File: src/rtl/core/usfd_pkg.sv
// ----------------------------------------------------------------------------
// usfd_pkg
// Shared types, sizes and codes of the UART status and frame demultiplexer.
// ----------------------------------------------------------------------------
package usfd_pkg;

    localparam int RX_DEPTH     = 128;
    localparam int STATUS_DEPTH = 64;
    localparam int RX_IW        = $clog2(RX_DEPTH);
    localparam int ST_IW        = $clog2(STATUS_DEPTH);

    localparam int CFG_IW = 3;
    localparam int CFG_DW = 16;

    localparam logic [CFG_IW-1:0] CFG_STATUS_DELIM = 3'd0;
    localparam logic [CFG_IW-1:0] CFG_FRAME_START  = 3'd1;
    localparam logic [CFG_IW-1:0] CFG_FRAME_END    = 3'd2;
    localparam logic [CFG_IW-1:0] CFG_TRANSPARENT  = 3'd3;
    localparam logic [CFG_IW-1:0] CFG_TIMEOUT      = 3'd4;

    localparam logic [1:0] OP_BYTE     = 2'd0;
    localparam logic [1:0] OP_TICK     = 2'd1;
    localparam logic [1:0] OP_FLUSH_RX = 2'd2;
    localparam logic [1:0] OP_FLUSH_ST = 2'd3;

    localparam logic [2:0] EV_NONE        = 3'd0;
    localparam logic [2:0] EV_STATUS_BYTE = 3'd1;
    localparam logic [2:0] EV_STATUS_DONE = 3'd2;
    localparam logic [2:0] EV_RX_BYTE     = 3'd3;
    localparam logic [2:0] EV_FRAME_DONE  = 3'd4;
    localparam logic [2:0] EV_TIMEOUT     = 3'd5;
    localparam logic [2:0] EV_FLUSHED     = 3'd6;

    typedef struct packed {
        logic [1:0] opcode;
        logic [7:0] rx_byte;
        logic       line_error;
    } t_in_item;

    typedef struct packed {
        logic [2:0] event_res;
        logic [6:0] write_address;
        logic [7:0] write_data;
        logic [6:0] status_length;
        logic [7:0] frame_length;
        logic       transparent_busy;
    } t_out_item;

    typedef struct packed {
        logic [7:0]  status_delimiter;
        logic [7:0]  frame_start_byte;
        logic [7:0]  frame_end_byte;
        logic        transparent_mode;
        logic [15:0] frame_timeout_reload;
    } t_cfg;

    typedef struct packed {
        logic             in_status_message;
        logic             in_frame;
        logic [RX_IW-1:0] rx_write_index;
        logic [ST_IW-1:0] status_write_index;
        logic [7:0]       frame_byte_count;
        logic             data_in_progress;
        logic [15:0]      timeout_counter;
    } t_state;

endpackage

File: src/rtl/core/usfd_engine.sv
// ----------------------------------------------------------------------------
// usfd_engine
// Next state and result word for one input word, purely combinational.
// ----------------------------------------------------------------------------
module usfd_engine (
    input  usfd_pkg::t_state   i_state,
    input  usfd_pkg::t_cfg     i_cfg,
    input  usfd_pkg::t_in_item i_item,
    output usfd_pkg::t_state   o_state,
    output usfd_pkg::t_out_item o_result
);
    import usfd_pkg::*;

    logic [RX_IW:0]   rx_inc;
    logic [ST_IW:0]   st_inc;
    logic [RX_IW-1:0] rx_next;
    logic [ST_IW-1:0] st_next;
    logic [2:0]       ev;
    logic [6:0]       addr;
    logic [7:0]       data;
    logic [6:0]       slen;

    always_comb begin
        rx_inc  = {1'b0, i_state.rx_write_index} + 1'b1;
        st_inc  = {1'b0, i_state.status_write_index} + 1'b1;
        rx_next = (rx_inc >= (RX_IW+1)'(RX_DEPTH)) ? '0 : rx_inc[RX_IW-1:0];
        st_next = (st_inc >= (ST_IW+1)'(STATUS_DEPTH)) ? '0 : st_inc[ST_IW-1:0];
    end

    always_comb begin
        o_state = i_state;
        ev   = EV_NONE;
        addr = '0;
        data = '0;
        slen = '0;
        unique case (i_item.opcode)
            OP_BYTE: begin
                if (!i_item.line_error) begin
                    if (i_state.in_status_message) begin
                        if (i_item.rx_byte == i_cfg.status_delimiter) begin
                            o_state.in_status_message = 1'b0;
                            addr = 7'(i_state.status_write_index);
                            slen = 7'(st_inc);
                            ev   = EV_STATUS_DONE;
                        end else begin
                            o_state.status_write_index = st_next;
                            addr = 7'(i_state.status_write_index);
                            data = i_item.rx_byte;
                            ev   = EV_STATUS_BYTE;
                        end
                    end else if (i_item.rx_byte == i_cfg.status_delimiter) begin
                        o_state.in_status_message = 1'b1;
                    end else if (!i_cfg.transparent_mode) begin
                        o_state.rx_write_index = rx_next;
                        addr = 7'(i_state.rx_write_index);
                        data = i_item.rx_byte;
                        ev   = EV_RX_BYTE;
                    end else begin
                        o_state.data_in_progress = 1'b1;
                        o_state.timeout_counter  = i_cfg.frame_timeout_reload;
                        if (!i_state.in_frame) begin
                            if (i_item.rx_byte == i_cfg.frame_start_byte) begin
                                o_state.in_frame         = 1'b1;
                                o_state.frame_byte_count = '0;
                            end
                        end else if (i_item.rx_byte == i_cfg.frame_end_byte) begin
                            o_state.in_frame = 1'b0;
                            ev = EV_FRAME_DONE;
                        end else begin
                            o_state.frame_byte_count = i_state.frame_byte_count + 8'd1;
                            o_state.rx_write_index   = rx_next;
                            addr = 7'(i_state.rx_write_index);
                            data = i_item.rx_byte;
                            ev   = EV_RX_BYTE;
                        end
                    end
                end
            end
            OP_TICK: begin
                if (i_state.data_in_progress) begin
                    if (i_state.timeout_counter == '0) begin
                        o_state.data_in_progress = 1'b0;
                        o_state.in_frame         = 1'b0;
                        o_state.rx_write_index   = '0;
                        ev = EV_TIMEOUT;
                    end else begin
                        o_state.timeout_counter = i_state.timeout_counter - 16'd1;
                    end
                end
            end
            OP_FLUSH_RX: begin
                o_state.rx_write_index = '0;
                ev = EV_FLUSHED;
            end
            OP_FLUSH_ST: begin
                o_state.status_write_index = '0;
                ev = EV_FLUSHED;
            end
        endcase
    end

    always_comb begin
        o_result.event_res        = ev;
        o_result.write_address    = addr;
        o_result.write_data       = data;
        o_result.status_length    = slen;
        o_result.frame_length     = o_state.frame_byte_count;
        o_result.transparent_busy = o_state.data_in_progress;
    end

endmodule

File: src/rtl/core/uart_status_and_frame_demux_core.sv
// ----------------------------------------------------------------------------
// uart_status_and_frame_demux_core
// Splits received UART bytes into status messages, receive buffer writes and
// transparent-mode frames, and emits buffer write addresses.
//
//   Channel   Signals                              Moves
//   input     i_valid, o_stall, i_data             one byte, tick or flush word
//   output    o_valid, i_stall, o_data             one result word per input
//   config    i_cfg_we, i_cfg_idx, i_cfg_data      one register write
//
// Each input word updates the state in the cycle it is accepted; its result
// is registered in the result queue, so one word per cycle is sustained while i_stall is low.
// A two-entry result queue lets one word be accepted while a result waits;
// o_stall rises only when both entries are full.
// Synchronous active-low reset clears the state, empties the queue and loads the configuration defaults.
// ----------------------------------------------------------------------------
module uart_status_and_frame_demux_core (
    input  logic                           i_clk,
    input  logic                           i_rst_n,
    input  logic                           i_valid,
    output logic                           o_stall,
    input  usfd_pkg::t_in_item             i_data,
    output logic                           o_valid,
    input  logic                           i_stall,
    output usfd_pkg::t_out_item            o_data,
    input  logic                           i_cfg_we,
    input  logic [usfd_pkg::CFG_IW-1:0]    i_cfg_idx,
    input  logic [usfd_pkg::CFG_DW-1:0]    i_cfg_data
);
    import usfd_pkg::*;

    t_cfg      r_cfg;
    t_state    r_state;
    t_state    n_state;
    t_out_item n_result;
    t_out_item r_q [2];
    logic      r_head;
    logic [1:0] r_cnt;
    logic      push;
    logic      pop;
    logic      tail;

    usfd_engine u_engine (
        .i_state  (r_state),
        .i_cfg    (r_cfg),
        .i_item   (i_data),
        .o_state  (n_state),
        .o_result (n_result)
    );

    assign o_stall = (r_cnt == 2'd2);
    assign o_valid = (r_cnt != 2'd0);
    assign o_data  = r_q[r_head];
    assign push    = i_valid && !o_stall;
    assign pop     = o_valid && !i_stall;
    assign tail    = r_head ^ r_cnt[0];

    always_ff @(posedge i_clk) begin
        if (!i_rst_n) begin
            r_cfg.status_delimiter     <= 8'd37;
            r_cfg.frame_start_byte     <= 8'd2;
            r_cfg.frame_end_byte       <= 8'd3;
            r_cfg.transparent_mode     <= 1'b0;
            r_cfg.frame_timeout_reload <= 16'd1000;
        end else if (i_cfg_we) begin
            unique case (i_cfg_idx)
                CFG_STATUS_DELIM: r_cfg.status_delimiter     <= i_cfg_data[7:0];
                CFG_FRAME_START:  r_cfg.frame_start_byte     <= i_cfg_data[7:0];
                CFG_FRAME_END:    r_cfg.frame_end_byte       <= i_cfg_data[7:0];
                CFG_TRANSPARENT:  r_cfg.transparent_mode     <= i_cfg_data[0];
                CFG_TIMEOUT:      r_cfg.frame_timeout_reload <= i_cfg_data;
                default: begin
                end
            endcase
        end
    end

    always_ff @(posedge i_clk) begin
        if (!i_rst_n) begin
            r_state <= '0;
            r_head  <= 1'b0;
            r_cnt   <= 2'd0;
        end else begin
            if (push) begin
                r_state <= n_state;
            end
            if (pop) begin
                r_head <= ~r_head;
            end
            r_cnt <= r_cnt + {1'b0, push} - {1'b0, pop};
        end
    end

    always_ff @(posedge i_clk) begin
        if (push) begin
            r_q[tail] <= n_result;
        end
    end

endmodule

File: config.mk
export PLATFORM = sky130hd
export DESIGN_NAME = uart_status_and_frame_demux_core
export DESIGN_NICKNAME = d
export VERILOG_FILES = /design/src/rtl/core/usfd_pkg.sv /design/src/rtl/core/usfd_engine.sv /design/src/rtl/core/uart_status_and_frame_demux_core.sv
export SDC_FILE = /design/constraint.sdc
export NUM_CORES = 1
export LEC_CHECK = 0
export ABC_CLOCK_PERIOD_IN_PS = 6800
export BUFFER_PORTS_ARGS = -buffer_cell sky130_fd_sc_hd__buf_2
export CAP_MARGIN = 20
export CORE_MARGIN = 8
export CORE_UTILIZATION = 45
export DETAILED_ROUTE_END_ITERATION = 16
export HOLD_SLACK_MARGIN = 0.05
export PLACE_DENSITY = 0.64
export SLEW_MARGIN = 40
export SYNTH_ARGS = -nofsm -noshare
export SYNTH_HDL_FRONTEND = slang
export SYNTH_HIERARCHICAL = 1
export SYNTH_SLANG_ARGS = --single-unit
File: constraint.sdc
create_clock -name i_clk -period 6.8 [get_ports i_clk]
set_input_delay 1.36 -clock i_clk [delete_from_list [all_inputs] [get_ports i_clk]]
set_output_delay 1.36 -clock i_clk [all_outputs]
set_load 0.05 [all_outputs]
Word level (Yosys, flattened, before mapping). Memories as Yosys holds them, arrays and structs flattened. A register that Yosys moved wholly into a read port is not among the register bits. Index checks and enable logic that the tools add are counted.

Bitwise operators: 3. Reductions and logical operators: 22. Order comparisons: 2. Add/sub/neg operators: 6. Equal/unequal tests: 21. Mux-type cells: 66.

Operators by type and width (count): $mux 8 (16); $mux 7 (15); $mux 25 (3); $mux 39 (1); $pmux 17 s2 (1); $eq 8x8->1 (3); $mux 3 (8); $pmux 7 s3 (1); $mux 6 (3); $mux 17 (1); $logic_not 16->1 (1); $mux 16 (1); $reduce_and 8->1 (2); $sub 16x1->16 const B (1); $ne 2x2->1 const B (7); $mux 1 (12); $pmux 6 s2 (1); $reduce_and 2->1 (5); $pmux 3 s3 (1); $reduce_and 9->1 (1); $add 7x1->8 const B (1); $add 8x1->8 const B (1); $ge 8x8->1 const B (1); $add 6x1->7 const B (1); 23 further kinds (32).

Output and inout bits: 36. Input bits: 35. Memories: 1. Bits in registers: 84. Bits in writable memories: 68. Word-level logic and storage cells: 135.

Memory list: r_q (words 2, bits a word 34, rd ports 1, clocked after memory_dff 1, write ports 1, line uart_status_and_frame_demux_core.sv:36) `t_out_item r_q [2];`.

Depth between registers and ports, before layout. Gate-level depths: netlist of run 1.

Word-level depth: 10. Gate-level depth with buffers: 11. Depth with buffers taken out: 10.

By module. Netlist of run 1, hierarchy kept.

Modules (own cells, without submodules): uart_status_and_frame_demux_core (sequential area each 3743.6 µm², area an instance 5735.5 µm², instances 1, cells each 461); usfd_engine (sequential area each 0.0 µm², area an instance 2154.6 µm², instances 1, cells each 331).

Worst setup path before layout of run 1. No wires, ideal clock.

Path type: input port to flip-flop. From: input i_valid. To: memory r_q[0][0] (netlist name), enable pin. Library setup time: 0.425 ns. Required time: 6.375 ns. Arrival time: 3.298 ns. Path buffers: 2. Stages on the path: 5. Slack: 3.077 ns. Cell sequence: and2_1 -> buf_2 -> buf_4 -> inv_1 -> nor2_1.

Word-level cells in the longest chain between the ends: 3.

Ends and longest elaborated chain: from (decl) (line uart_status_and_frame_demux_core.sv:20) `input logic i_valid,`; $logic_and 1x1->1 (line uart_status_and_frame_demux_core.sv:54) `assign push = i_valid && !o_stall;`; $mux 1 (line uart_status_and_frame_demux_core.sv:95) `if (push) begin`; $mux 1 (implied by the code) (line uart_status_and_frame_demux_core.sv:96) `r_q[tail] <= n_result;`; to (decl) (line uart_status_and_frame_demux_core.sv:36).

No other way between the ends.

==> results of run 1 <==
==> metal layers <==
layer	vias up	share of wire
li1	2932	-
met1	2728	0.47
met3	16	0.044
met4	0	0.011
met5	-	0
met2	113	0.48
==> power breakdown <==
group / total, µW / internal [µW] / leakage (µW) / switching [µW]
clock: 987 / 621 / 0.000302 / 366
combinational: 792 / 221 / 0.00177 / 572
sequential: 1140 / 1110 / 0.00134 / 30.3
==> synth_stat cells (15+ instances only) <==
library cell | number | area (µm²)
nand3_1 | 39 | 195
mux2i_1 | 63 | 631
mux2_2 | 37 | 417
nor2_1 | 28 | 105
clkbuf_1 | 25 | 93.8
o21ai_0 | 45 | 225
xnor2_1 | 29 | 254
edfxtp_1 | 68 | 2040
a21oi_1 | 17 | 85.1
nand2_1 | 146 | 548
dfxtp_1 | 85 | 1700
and3_1 | 15 | 93.8
==> worst max-delay path by stage <==
stage / startpoint / end
global route: i_data[9] / r_state[15]$_SDFFE_PN0P_
floorplan: i_valid / r_q[0][0]$_DFFE_PP_
CTS: i_data[10] / r_state[10]$_SDFFE_PN0P_
detailed placement: i_data[10] / r_state[10]$_SDFFE_PN0P_
finish: i_data[10] / r_state[15]$_SDFFE_PN0P_
global placement: i_data[9] / r_state[10]$_SDFFE_PN0P_
==> cells in the final DEF, fill, tap and decap left out, drive strengths merged, types with 9 or more instances in the layout <==
cell      n
a21oi    17
a22oi     9
and2     12
and3     15
buf      78
clkbuf   19
clkinv    9
dfxtp    85
edfxtp   68
ha       11
inv      14
mux2     37
mux2i    63
nand2   146
nand3    44
nor2     29
nor4     10
o21ai    51
xnor2    29
xor2     14
==> area by class of cell <==
cell class / instances / area [µm²] / area share
Clock buffer: 19 / 443 / 0.0495
Clock inverter: 13 / 176 / 0.0197
Inverter: 15 / 56.3 / 0.00629
Multi-Input combinational cell: 567 / 3830 / 0.428
Sequential cell: 153 / 3740 / 0.418
Tap cell: 225 / 282 / 0.0314
Timing Repair Buffer: 78 / 424 / 0.0474
==> registers in the layout, summed over array words and instances (netlist names), named ones only <==
name     cells
r_cfg       41
r_head       1
r_q         68
r_cnt        2
r_state     40
==> metrics by stage <==
step	util	hold WS (ns)	std cells	total power, µW
final	0.520	0.472	1070	2920
after global placement	0.481	0.458	1037	1950
after global routing	0.520	0.490	1070	3030
after floorplan	-	0.431	792	1770
after detailed placement	0.483	0.463	1038	1960
after CTS	0.519	0.472	1070	2950
==> critical path, delay by kind of cell <==
| family | cells | cell delay, ns |
|---|---|---|
| multiplexers | 1 | 0.07 |
| AO/OA/AOI/OAI | 4 | 1.37 |
| AND/OR/NAND/NOR | 2 | 0.75 |
| adder cells (fa/ha/maj) | 1 | 0.44 |
| buffers and inverters | 3 | 0.84 |
==> cell families after synthesis <==
kind of cell	count (synthesis)
DFF	153
AOI/OAI and AO/OA	122
buffers and inverters	72
and+or+nand+nor	291
muxes	100
xor gates and xnor gates	43
adders and majority gates	11
==> impl_metrics.ini, run 1 <==
[outcome]
outcome = finished, final reports clean

[clock_network]
cts_root_buffer = clkbuf_16
ctsHoldBuffers = 0
numCtsBuffers = 17
htree_num_levels = 4
cts_tree = yes
path_clk_slew_ns = 0.06
ctsResizeCount = 0
cts_sinks = 153
cts_buffer_depth = 2
clk_latency_ns = 0.42
post-cts-setup-buffer-count = 0

[yosys]
synth_compound_area_frac = 0.107
synth_top_family_by_area = simple AND/OR/NAND/NOR gates
synth-adder-area-share = 0.0174
syn_inst = 792
yosys.area_share.xor_xnor = 0.0477
synthFlopType = dfxtp_1
synth.distinct_cells = 67
synthSimpleGateAreaFrac = 0.176
ys_ff_latch = 153
synth-async-reset-ratio = 0
muxShareOfSynthArea = 0.133
syn-num-nets = 838
avgSynthCellArea_um2 = 9.96
synth_seq_area_share = 0.474
synth-edff-count = 68
synth_area_mm2 = 0.00789
yosys_warnings = 6

[sta]
period_needed_ns = 4.58
fin_setup_tns_ns = 0
max_freq_mhz = 218
hold_viol = 0
rsz0062_at_grt = no
finClkSkew_ns = 0.0110
slew_headroom = 0.491
fin_crit_sh = 0.674
setup_viol = 0
slew_violations = 0
timing.final.ws_setup_ns = 2.22
worst_pin_slew_ns = 0.764

[final_layout]
drive_gt1_frac = 0.198
fin_nets = 878
fill_cells = 1555
diodes = 0
syn2layout_area_growth_pct = 13.5
design_area_mm2 = 0.00895

[grt]
grt_use_total = 0.162
grt_antenna_before_repair = 0
grt_pass1_vias = 5339
grt_most_used_layer = met2
met2_usage = 0.264
gr-usage-met1 = 0.204
grt_pass1_wl_um = 28400
grt.met3_usage = 0.0395
grt_max_degree = 101
overflow = 0

[place]
port_buffers = 70
placed_area_mm2 = 0.00832
dp_hpwl_um = 12100
pre_cts_slack_ns = 1.88
gp_congestion = 0.810

[die]
die_y_um = 148
io_pins = 71
die_w_um = 148
fp-row-count = 48
fp.coreArea_mm2 = 0.0172
initial_core_util = 0.458
die_area_mm2 = 0.0220

[min_path]
holdCritStartpoint = r_state[24]$_SDFFE_PN0P_
hold-path-cell-count = 2
holdPathEnd = r_state[24]$_SDFFE_PN0P_
hold_class = reg -> reg

[setup_path]
reg2reg_from = r_state[12]$_SDFFE_PN0P_
cp.required_ns = 7.07
crit_chain = buf_2, inv_1, ha_1, clkinv_1, nor2_1, o2111a_1, a21oi_1, a22oi_1, o21ai_0, nand2_1, mux2i_1
path_max_fanout = 18
slowest_delay_ns = 0.72
regToRegSetupSlack_ns = 4.04
crit_slowest_cell = o2111a_1
crit_type = in -> reg
arrival_ns = 4.85
r2r_cells = 8
start_kind = input pin
r2r-end = r_state[33]$_SDFFE_PN0P_
crit_path_end_kind = flip-flop

[routing]
drc = 0
ant_nets = 0
drt-initial-drc-count = 429
wire_per_inst_um = 16.3
first_pass_iters = 5
vias_per_cell = 5.41
wl_um = 17400
num_vias = 5789

[power]
powerDensity_mw_per_mm2 = 326
ir_drop_mv = 0.169
leakage_uw = 0.00342

[run]
cap_viol_max_count = 0
No activity file was read; power rests on OpenSTA's default activity.
==> run 2: changes to the inputs <==
--- a/config.mk
+++ b/config.mk
@@ -5,14 +5,15 @@
 export SDC_FILE = /design/constraint.sdc
 export NUM_CORES = 1
 export LEC_CHECK = 0
-export ABC_CLOCK_PERIOD_IN_PS = 6800
+export ABC_AREA = 1
+export ABC_CLOCK_PERIOD_IN_PS = 4200
 export BUFFER_PORTS_ARGS = -buffer_cell sky130_fd_sc_hd__buf_2
 export CAP_MARGIN = 20
 export CORE_MARGIN = 8
 export CORE_UTILIZATION = 45
 export DETAILED_ROUTE_END_ITERATION = 16
 export HOLD_SLACK_MARGIN = 0.05
-export PLACE_DENSITY = 0.64
+export PLACE_DENSITY = 0.66
 export SLEW_MARGIN = 40
 export SYNTH_ARGS = -nofsm -noshare
 export SYNTH_HDL_FRONTEND = slang
==> constraint.sdc (replaced) <==
create_clock -name i_clk -period 4.2 [get_ports i_clk]
set_input_delay 0.84 -clock i_clk [delete_from_list [all_inputs] [get_ports i_clk]]
set_output_delay 0.84 -clock i_clk [all_outputs]
set_load 0.05 [all_outputs]
==> run 2 against run 1 <==
Against the previous run:
- combinational power rose to 2.6 times the previous value
- critical endpoint is now r_state[17]$_SDFFE_PN0P_
- global-route usage up 1.2 points
- clock power up 53%
- clock skew down 0.00064 ns
- flip-flop and latch count unchanged
- routed wire length up 19%
- largest cell class unchanged
- via count up 28%
==> impl_metrics.ini, run 2 <==
[yosys]
yosysMostFrequentCell = nand2_1
synth_top_area_frac = 0.235
synth_area_mm2 = 0.00868
synth-async-reset-ratio = 0
syn_inst = 1151
synth.distinct_cells = 40
ys_ff_latch = 153
synth_area_leaders = edfxtp_1, dfxtp_1, nand2_1
yosys_warnings = 6
syn-num-nets = 1197
avgSynthCellArea_um2 = 7.54
synthFlopType = dfxtp_1
synth-edff-count = 68
yosysTopAreaCell = edfxtp_1
synth_seq_area_share = 0.431
synthTopCellsByCount = nand2_1, nor2_1, inv_1

[setup_path]
critPathLaunch = i_data[4]
regToRegSetupSlack_ns = 1.70
endpoint = r_state[17]$_SDFFE_PN0P_
path_max_fanout = 22
crit_type = in -> reg
r2r-end = r_state[17]$_SDFFE_PN0P_
crit_path_end_kind = flip-flop
reg2reg_from = r_cfg[34]$_SDFFE_PN0P_
arrival_ns = 3.05
start_kind = input pin
r2r_cells = 13
cp.required_ns = 4.52

[min_path]
hold_class = reg -> reg

[power]
ir_drop_mv = 0.314
powerDensity_mw_per_mm2 = 580
leakage_uw = 0.00442

[grt]
met2_usage = 0.290
grt_most_used_layer = met2
gr-usage-met1 = 0.221
grt_max_degree = 46
grt_pass1_wl_um = 33900
grt.met3_usage = 0.0299
grt_antenna_before_repair = 0
overflow = 0
grt_use_total = 0.174
grt_pass1_vias = 6929

[sta]
period_needed_ns = 2.73
worst_pin_slew_ns = 0.771
setup_viol = 0
rsz0062_at_grt = no
slew_violations = 0
finClkSkew_ns = 0.0104
hold_slack_ns = 0.477
fin_setup_tns_ns = 0
hold_viol = 0
slew_headroom = 0.486
fin_crit_sh = 0.650
max_freq_mhz = 366

[die]
die_w_um = 155
die_y_um = 155
fp-row-count = 50
io_pins = 71
initial_core_util = 0.461
die_area_mm2 = 0.0240
fp.coreArea_mm2 = 0.0188

[clock_network]
cts_buffer_depth = 2
cts_root_buffer = clkbuf_16
cts_tree = yes
numCtsBuffers = 17
cts_sinks = 153
ctsResizeCount = 0
ctsHoldBuffers = 0
clk_latency_ns = 0.43
path_clk_slew_ns = 0.06
htree_num_levels = 4
post-cts-setup-buffer-count = 0

[final_layout]
design_area_mm2 = 0.00972
fin_nets = 1244
final_common_cell = nand2_1
largest_register_ffs = 68
largestRegisters = r_q x68, r_cfg x41, r_state x40
diodes = 0
drive_gt1_frac = 0.151
largest-register = r_q
final_cell_mix = nand2_1, nor2_1, inv_1, nand3_1, dfxtp_1
syn2layout_area_growth_pct = 12.0
final_core_util = 0.516

[routing]
ant_nets = 0
first_pass_iters = 6
num_vias = 7385
drt-initial-drc-count = 562
wl_um = 20700
wire_per_inst_um = 14.1
drc = 0
vias_per_cell = 5.02

[place]
placed_area_mm2 = 0.00913
gp_congestion = 0.887
port_buffers = 70
dp_hpwl_um = 14700

[run]
cap_viol_max_count = 0

[outcome]
outcome = finished, final reports clean
## run 2: layout make-up
| type | instances | area (µm²) |
|---|---|---|
| tap | 260 | 325 |
| clock buffer | 24 | 504 |
| timing repair buffer | 79 | 445 |
| sequential | 153 | 3740 |
| fill | 1849 | 9110 |
| clock inverter | 8 | 78.8 |
| multi-input combinational | 825 | 4160 |
| inverter | 122 | 463 |
## run 2: layer usage
| layer | wire length (µm) | vias up |
|---|---|---|
| met2 | 9690 | 152 |
| met3 | 831 | 23 |
| li1 | - | 3771 |
| met5 | 0 | - |
| met1 | 9810 | 3439 |
| met4 | 342 | 0 |
## run 2: kinds of logic (layout without fill, tap and decap cells)
logic type	Yosys count	count (layout)	synth area share
buffers and inverters	173	233	0.0907
xor gates and xnor gates	16	16	0.0161
adders and majority gates	11	11	0.0159
DFF	153	153	0.431
muxes	34	34	0.0441
and+or+nand+nor	705	705	0.366
AOI/OAI and AO/OA	59	59	0.0362
## run 2: worst min path at each step
stage / start / endpoint / slack (ns) / cells past startpoint
floorplan: r_cfg[6]$_SDFFE_PN1P_ / r_cfg[6]$_SDFFE_PN1P_ / 0.44 / 2
global placement: r_cfg[8]$_SDFFE_PN1P_ / r_cfg[8]$_SDFFE_PN1P_ / 0.46 / 2
detailed placement: r_cfg[8]$_SDFFE_PN1P_ / r_cfg[8]$_SDFFE_PN1P_ / 0.46 / 2
CTS: r_cfg[8]$_SDFFE_PN1P_ / r_cfg[8]$_SDFFE_PN1P_ / 0.48 / 2
global route: r_cfg[9]$_SDFFE_PN1P_ / r_cfg[9]$_SDFFE_PN1P_ / 0.50 / 2
finish: r_cfg[8]$_SDFFE_PN1P_ / r_cfg[8]$_SDFFE_PN1P_ / 0.48 / 2
## run 2: critical path, cell delays in order
cell      delay (ns)
buf_2           0.13
inv_1           0.08
nand2_1         0.07
nand2_1         0.07
nor2_1          0.05
nand2_1         0.14
nor2_4          0.08
nor2_4          0.28
nand3_4         0.25
inv_2           0.39
o21ai_1         0.19
nand2_1         0.10
nand2_1         0.07
nand3b_1        0.15
nand2_1         0.09
nor2_1          0.05
## run 2: power breakdown
group | switching (µW) | total, µW | internal, µW
logic | 1430 | 2030 | 607
clock network | 601 | 1510 | 906
registers | 179 | 2100 | 1920
total | 2210 | 5640 | 3430
## run 2: through the flow
| step | power, µW | instances | setup WS [ns] |
|---|---|---|---|
| final | 5640 | 1471 | 1.47 |
| after global routing | 5960 | 1471 | 1.23 |
| after detailed placement | 4180 | 1439 | 1.06 |
| after global placement | 4100 | 1437 | 1.18 |
| after floorplan | 3700 | 1151 | 1.24 |
| after CTS | 5690 | 1471 | 1.51 |
==> run 3: changes to the inputs <==
--- a/config.mk
+++ b/config.mk
@@ -6,7 +6,7 @@
 export NUM_CORES = 1
 export LEC_CHECK = 0
 export ABC_AREA = 1
-export ABC_CLOCK_PERIOD_IN_PS = 4200
+export ABC_CLOCK_PERIOD_IN_PS = 2250
 export BUFFER_PORTS_ARGS = -buffer_cell sky130_fd_sc_hd__buf_2
 export CAP_MARGIN = 20
 export CORE_MARGIN = 8
==> constraint.sdc (replaced) <==
create_clock -name i_clk -period 2.25 [get_ports i_clk]
set_input_delay 0.45 -clock i_clk [delete_from_list [all_inputs] [get_ports i_clk]]
set_output_delay 0.45 -clock i_clk [all_outputs]
set_load 0.05 [all_outputs]
==> run 3 against run 2 <==
Against the previous run:
- routed wire length down 0.22%
- hold slack worse by 0.25 ns
- design area up 1.9%
- largest power group unchanged
==> impl_metrics.ini, run 3 (synthesis gave the netlist of run 2 again) <==
[clock_network]
path_clk_slew_ns = 0.06
cts_tree = yes
clk_latency_ns = 0.42
ctsHoldBuffers = 0
cts_sinks = 153
numCtsBuffers = 17
htree_num_levels = 4
cts_root_buffer = clkbuf_16
cts_buffer_depth = 2

[die]
die_y_um = 155
fp.coreArea_mm2 = 0.0188
die_w_um = 155
initial_core_util = 0.461
fp-row-count = 50
io_pins = 71
die_area_mm2 = 0.0240

[final_layout]
multi_input_area_mm2 = 0.00416
regArea_mm2 = 0.00374
drive_gt1_frac = 0.163
final_common_cell = nand2_1
syn2layout_area_growth_pct = 14.1
fill_cells = 1823
largest_register_ffs = 68
largest-register = r_q
largestRegisters = r_q x68, r_cfg x41, r_state x40
fin_nets = 1261
diodes = 0
final_cell_mix = nand2_1, nor2_1, inv_1, nand3_1, dfxtp_1

[place]
pre_cts_slack_ns = -0.0100
gp_congestion = 0.865
port_buffers = 70
dp_hpwl_um = 14700

[routing]
drt-initial-drc-count = 543
wl_um = 20600
first_pass_iters = 5
drc = 0
wire_per_inst_um = 13.9
vias_per_cell = 4.99
ant_nets = 0
num_vias = 7429

[min_path]
holdCritStartpoint = i_cfg_data[8]
holdPathEnd = r_cfg[8]$_SDFFE_PN1P_
hold_class = in -> reg
hold-path-cell-count = 3

[sta]
slew_headroom = 0.619
setup_viol = 0
hold_viol = 0
period_needed_ns = 2.06
slew_violations = 0
timing.final.ws_setup_ns = 0.186
rsz0062_at_grt = no
finClkSkew_ns = 0.00814
max_freq_mhz = 485
worst_pin_slew_ns = 0.569
fin_crit_sh = 0.917

[setup_path]
crit_slowest_cell = mux2_2
crit_buf_inv = 2
crit_path_end_kind = output pin
regToRegSetupSlack_ns = 0.21
path_max_fanout = 34
crit_type = reg -> out
path_delay_family = buffers and inverters
cp.required_ns = 1.80
r2r-end = r_state[32]$_SDFFE_PN0P_
reg2reg_from = r_state[9]$_SDFFE_PN0P_
r2r_cells = 11
crit_chain = buf_12, mux2_2, buf_2
arrival_ns = 1.61
slowest_delay_ns = 0.38
start_kind = flip-flop

[outcome]
outcome = finished, final reports clean

[grt]
overflow = 0
grt_antenna_before_repair = 0
grt_max_degree = 85
grt_pass1_vias = 6762
grt_pass1_wl_um = 33900
grt_use_total = 0.174

[power]
powerDensity_mw_per_mm2 = 1080
ir_drop_mv = 0.571
leakage_uw = 0.00450
power_uw = 10700

[run]
cap_viol_max_count = 0
==> run 3: changes by cell type in the layout (fill, tap and decap cells not counted), moves of 2 or more <==
cell	previous run	this run
buf_12	0	4
buf_4	7	22
bufinv_16	1	4
clkbuf_16	19	17
clkinv_1	0	2
clkinvlp_4	0	3
==> run 3: report_power, final <==
group	internal [µW]	switching [µW]	leakage, µW
sequential	3580	309	0.00135
combinational	1170	2680	0.00286
clock	1850	1120	0.000286
==> run 3: worst reg2reg max path, delay by kind of cell, from the launching register on <==
kind	cells	cell delay [ns]
simple gates	7	0.96
flops	1	0.35
buf+inv	2	0.23
compound gates	2	0.40
==> run 3: cell type report <==
cell class / instances / area share
inverters: 122 / 0.0470
repair buffers: 96 / 0.0601
clock inverters: 12 / 0.0174
flip-flops and latches: 153 / 0.378
clock buffers: 20 / 0.0441
multi-input cells: 825 / 0.420
well taps: 260 / 0.0329
==> run 3: metrics by stage <==
| step | hold WS (ns) | instance area, µm² | std cells | utilization | setup TNS, ns |
|---|---|---|---|---|---|
| 2_1_floorplan | 0.442 | 8680 | 1151 | - | 0 |
| 3_3_place_gp | 0.461 | 9280 | 1456 | 0.493 | 0 |
| 3_5_place_dp | 0.469 | 9280 | 1456 | 0.493 | -0.0100 |
| 4_1_cts | 0.208 | 9890 | 1488 | 0.525 | 0 |
| 5_1_grt | 0.229 | 9900 | 1488 | 0.526 | 0 |
| 6_report | 0.225 | 9900 | 1488 | 0.526 | 0 |
==> run 3: how the worst max path moves through the flow <==
stage / cells past startpoint / slack, ns / end / from
5_1_grt: 13 / 0.02 / r_state[34]$_SDFFE_PN0P_ / r_cfg[20]$_SDFFE_PN0P_
6_report: 3 / 0.19 / o_data[31] / flip-flop
2_1_floorplan: 4 / 0.19 / r_q[0][0]$_DFFE_PP_ / i_valid
4_1_cts: 3 / 0.15 / o_data[31] / flip-flop
3_5_place_dp: 16 / -0.01 / r_state[31]$_SDFFE_PN0P_ / i_data[1]
3_3_place_gp: 16 / 0.01 / r_state[31]$_SDFFE_PN0P_ / i_data[2]
==> run 3: metal layers <==
| metal | wire length (µm) | part of all wire | track usage |
|---|---|---|---|
| met2 | 9620 | 0.47 | 0.285 |
| met1 | 9870 | 0.48 | 0.228 |
| met3 | 894 | 0.043 | 0.0371 |
| met4 | 238 | 0.012 | 0.0499 |
| met5 | 0 | 0 | 0 |
==> run 3: what timing repair did <==
| action | 4_1_cts | 5_1_grt |
|---|---|---|
| endpoints found under the setup margin | 0 | 6 |
| buffers inserted | 0 | 0 |
| resized for setup | 0 | 3 |
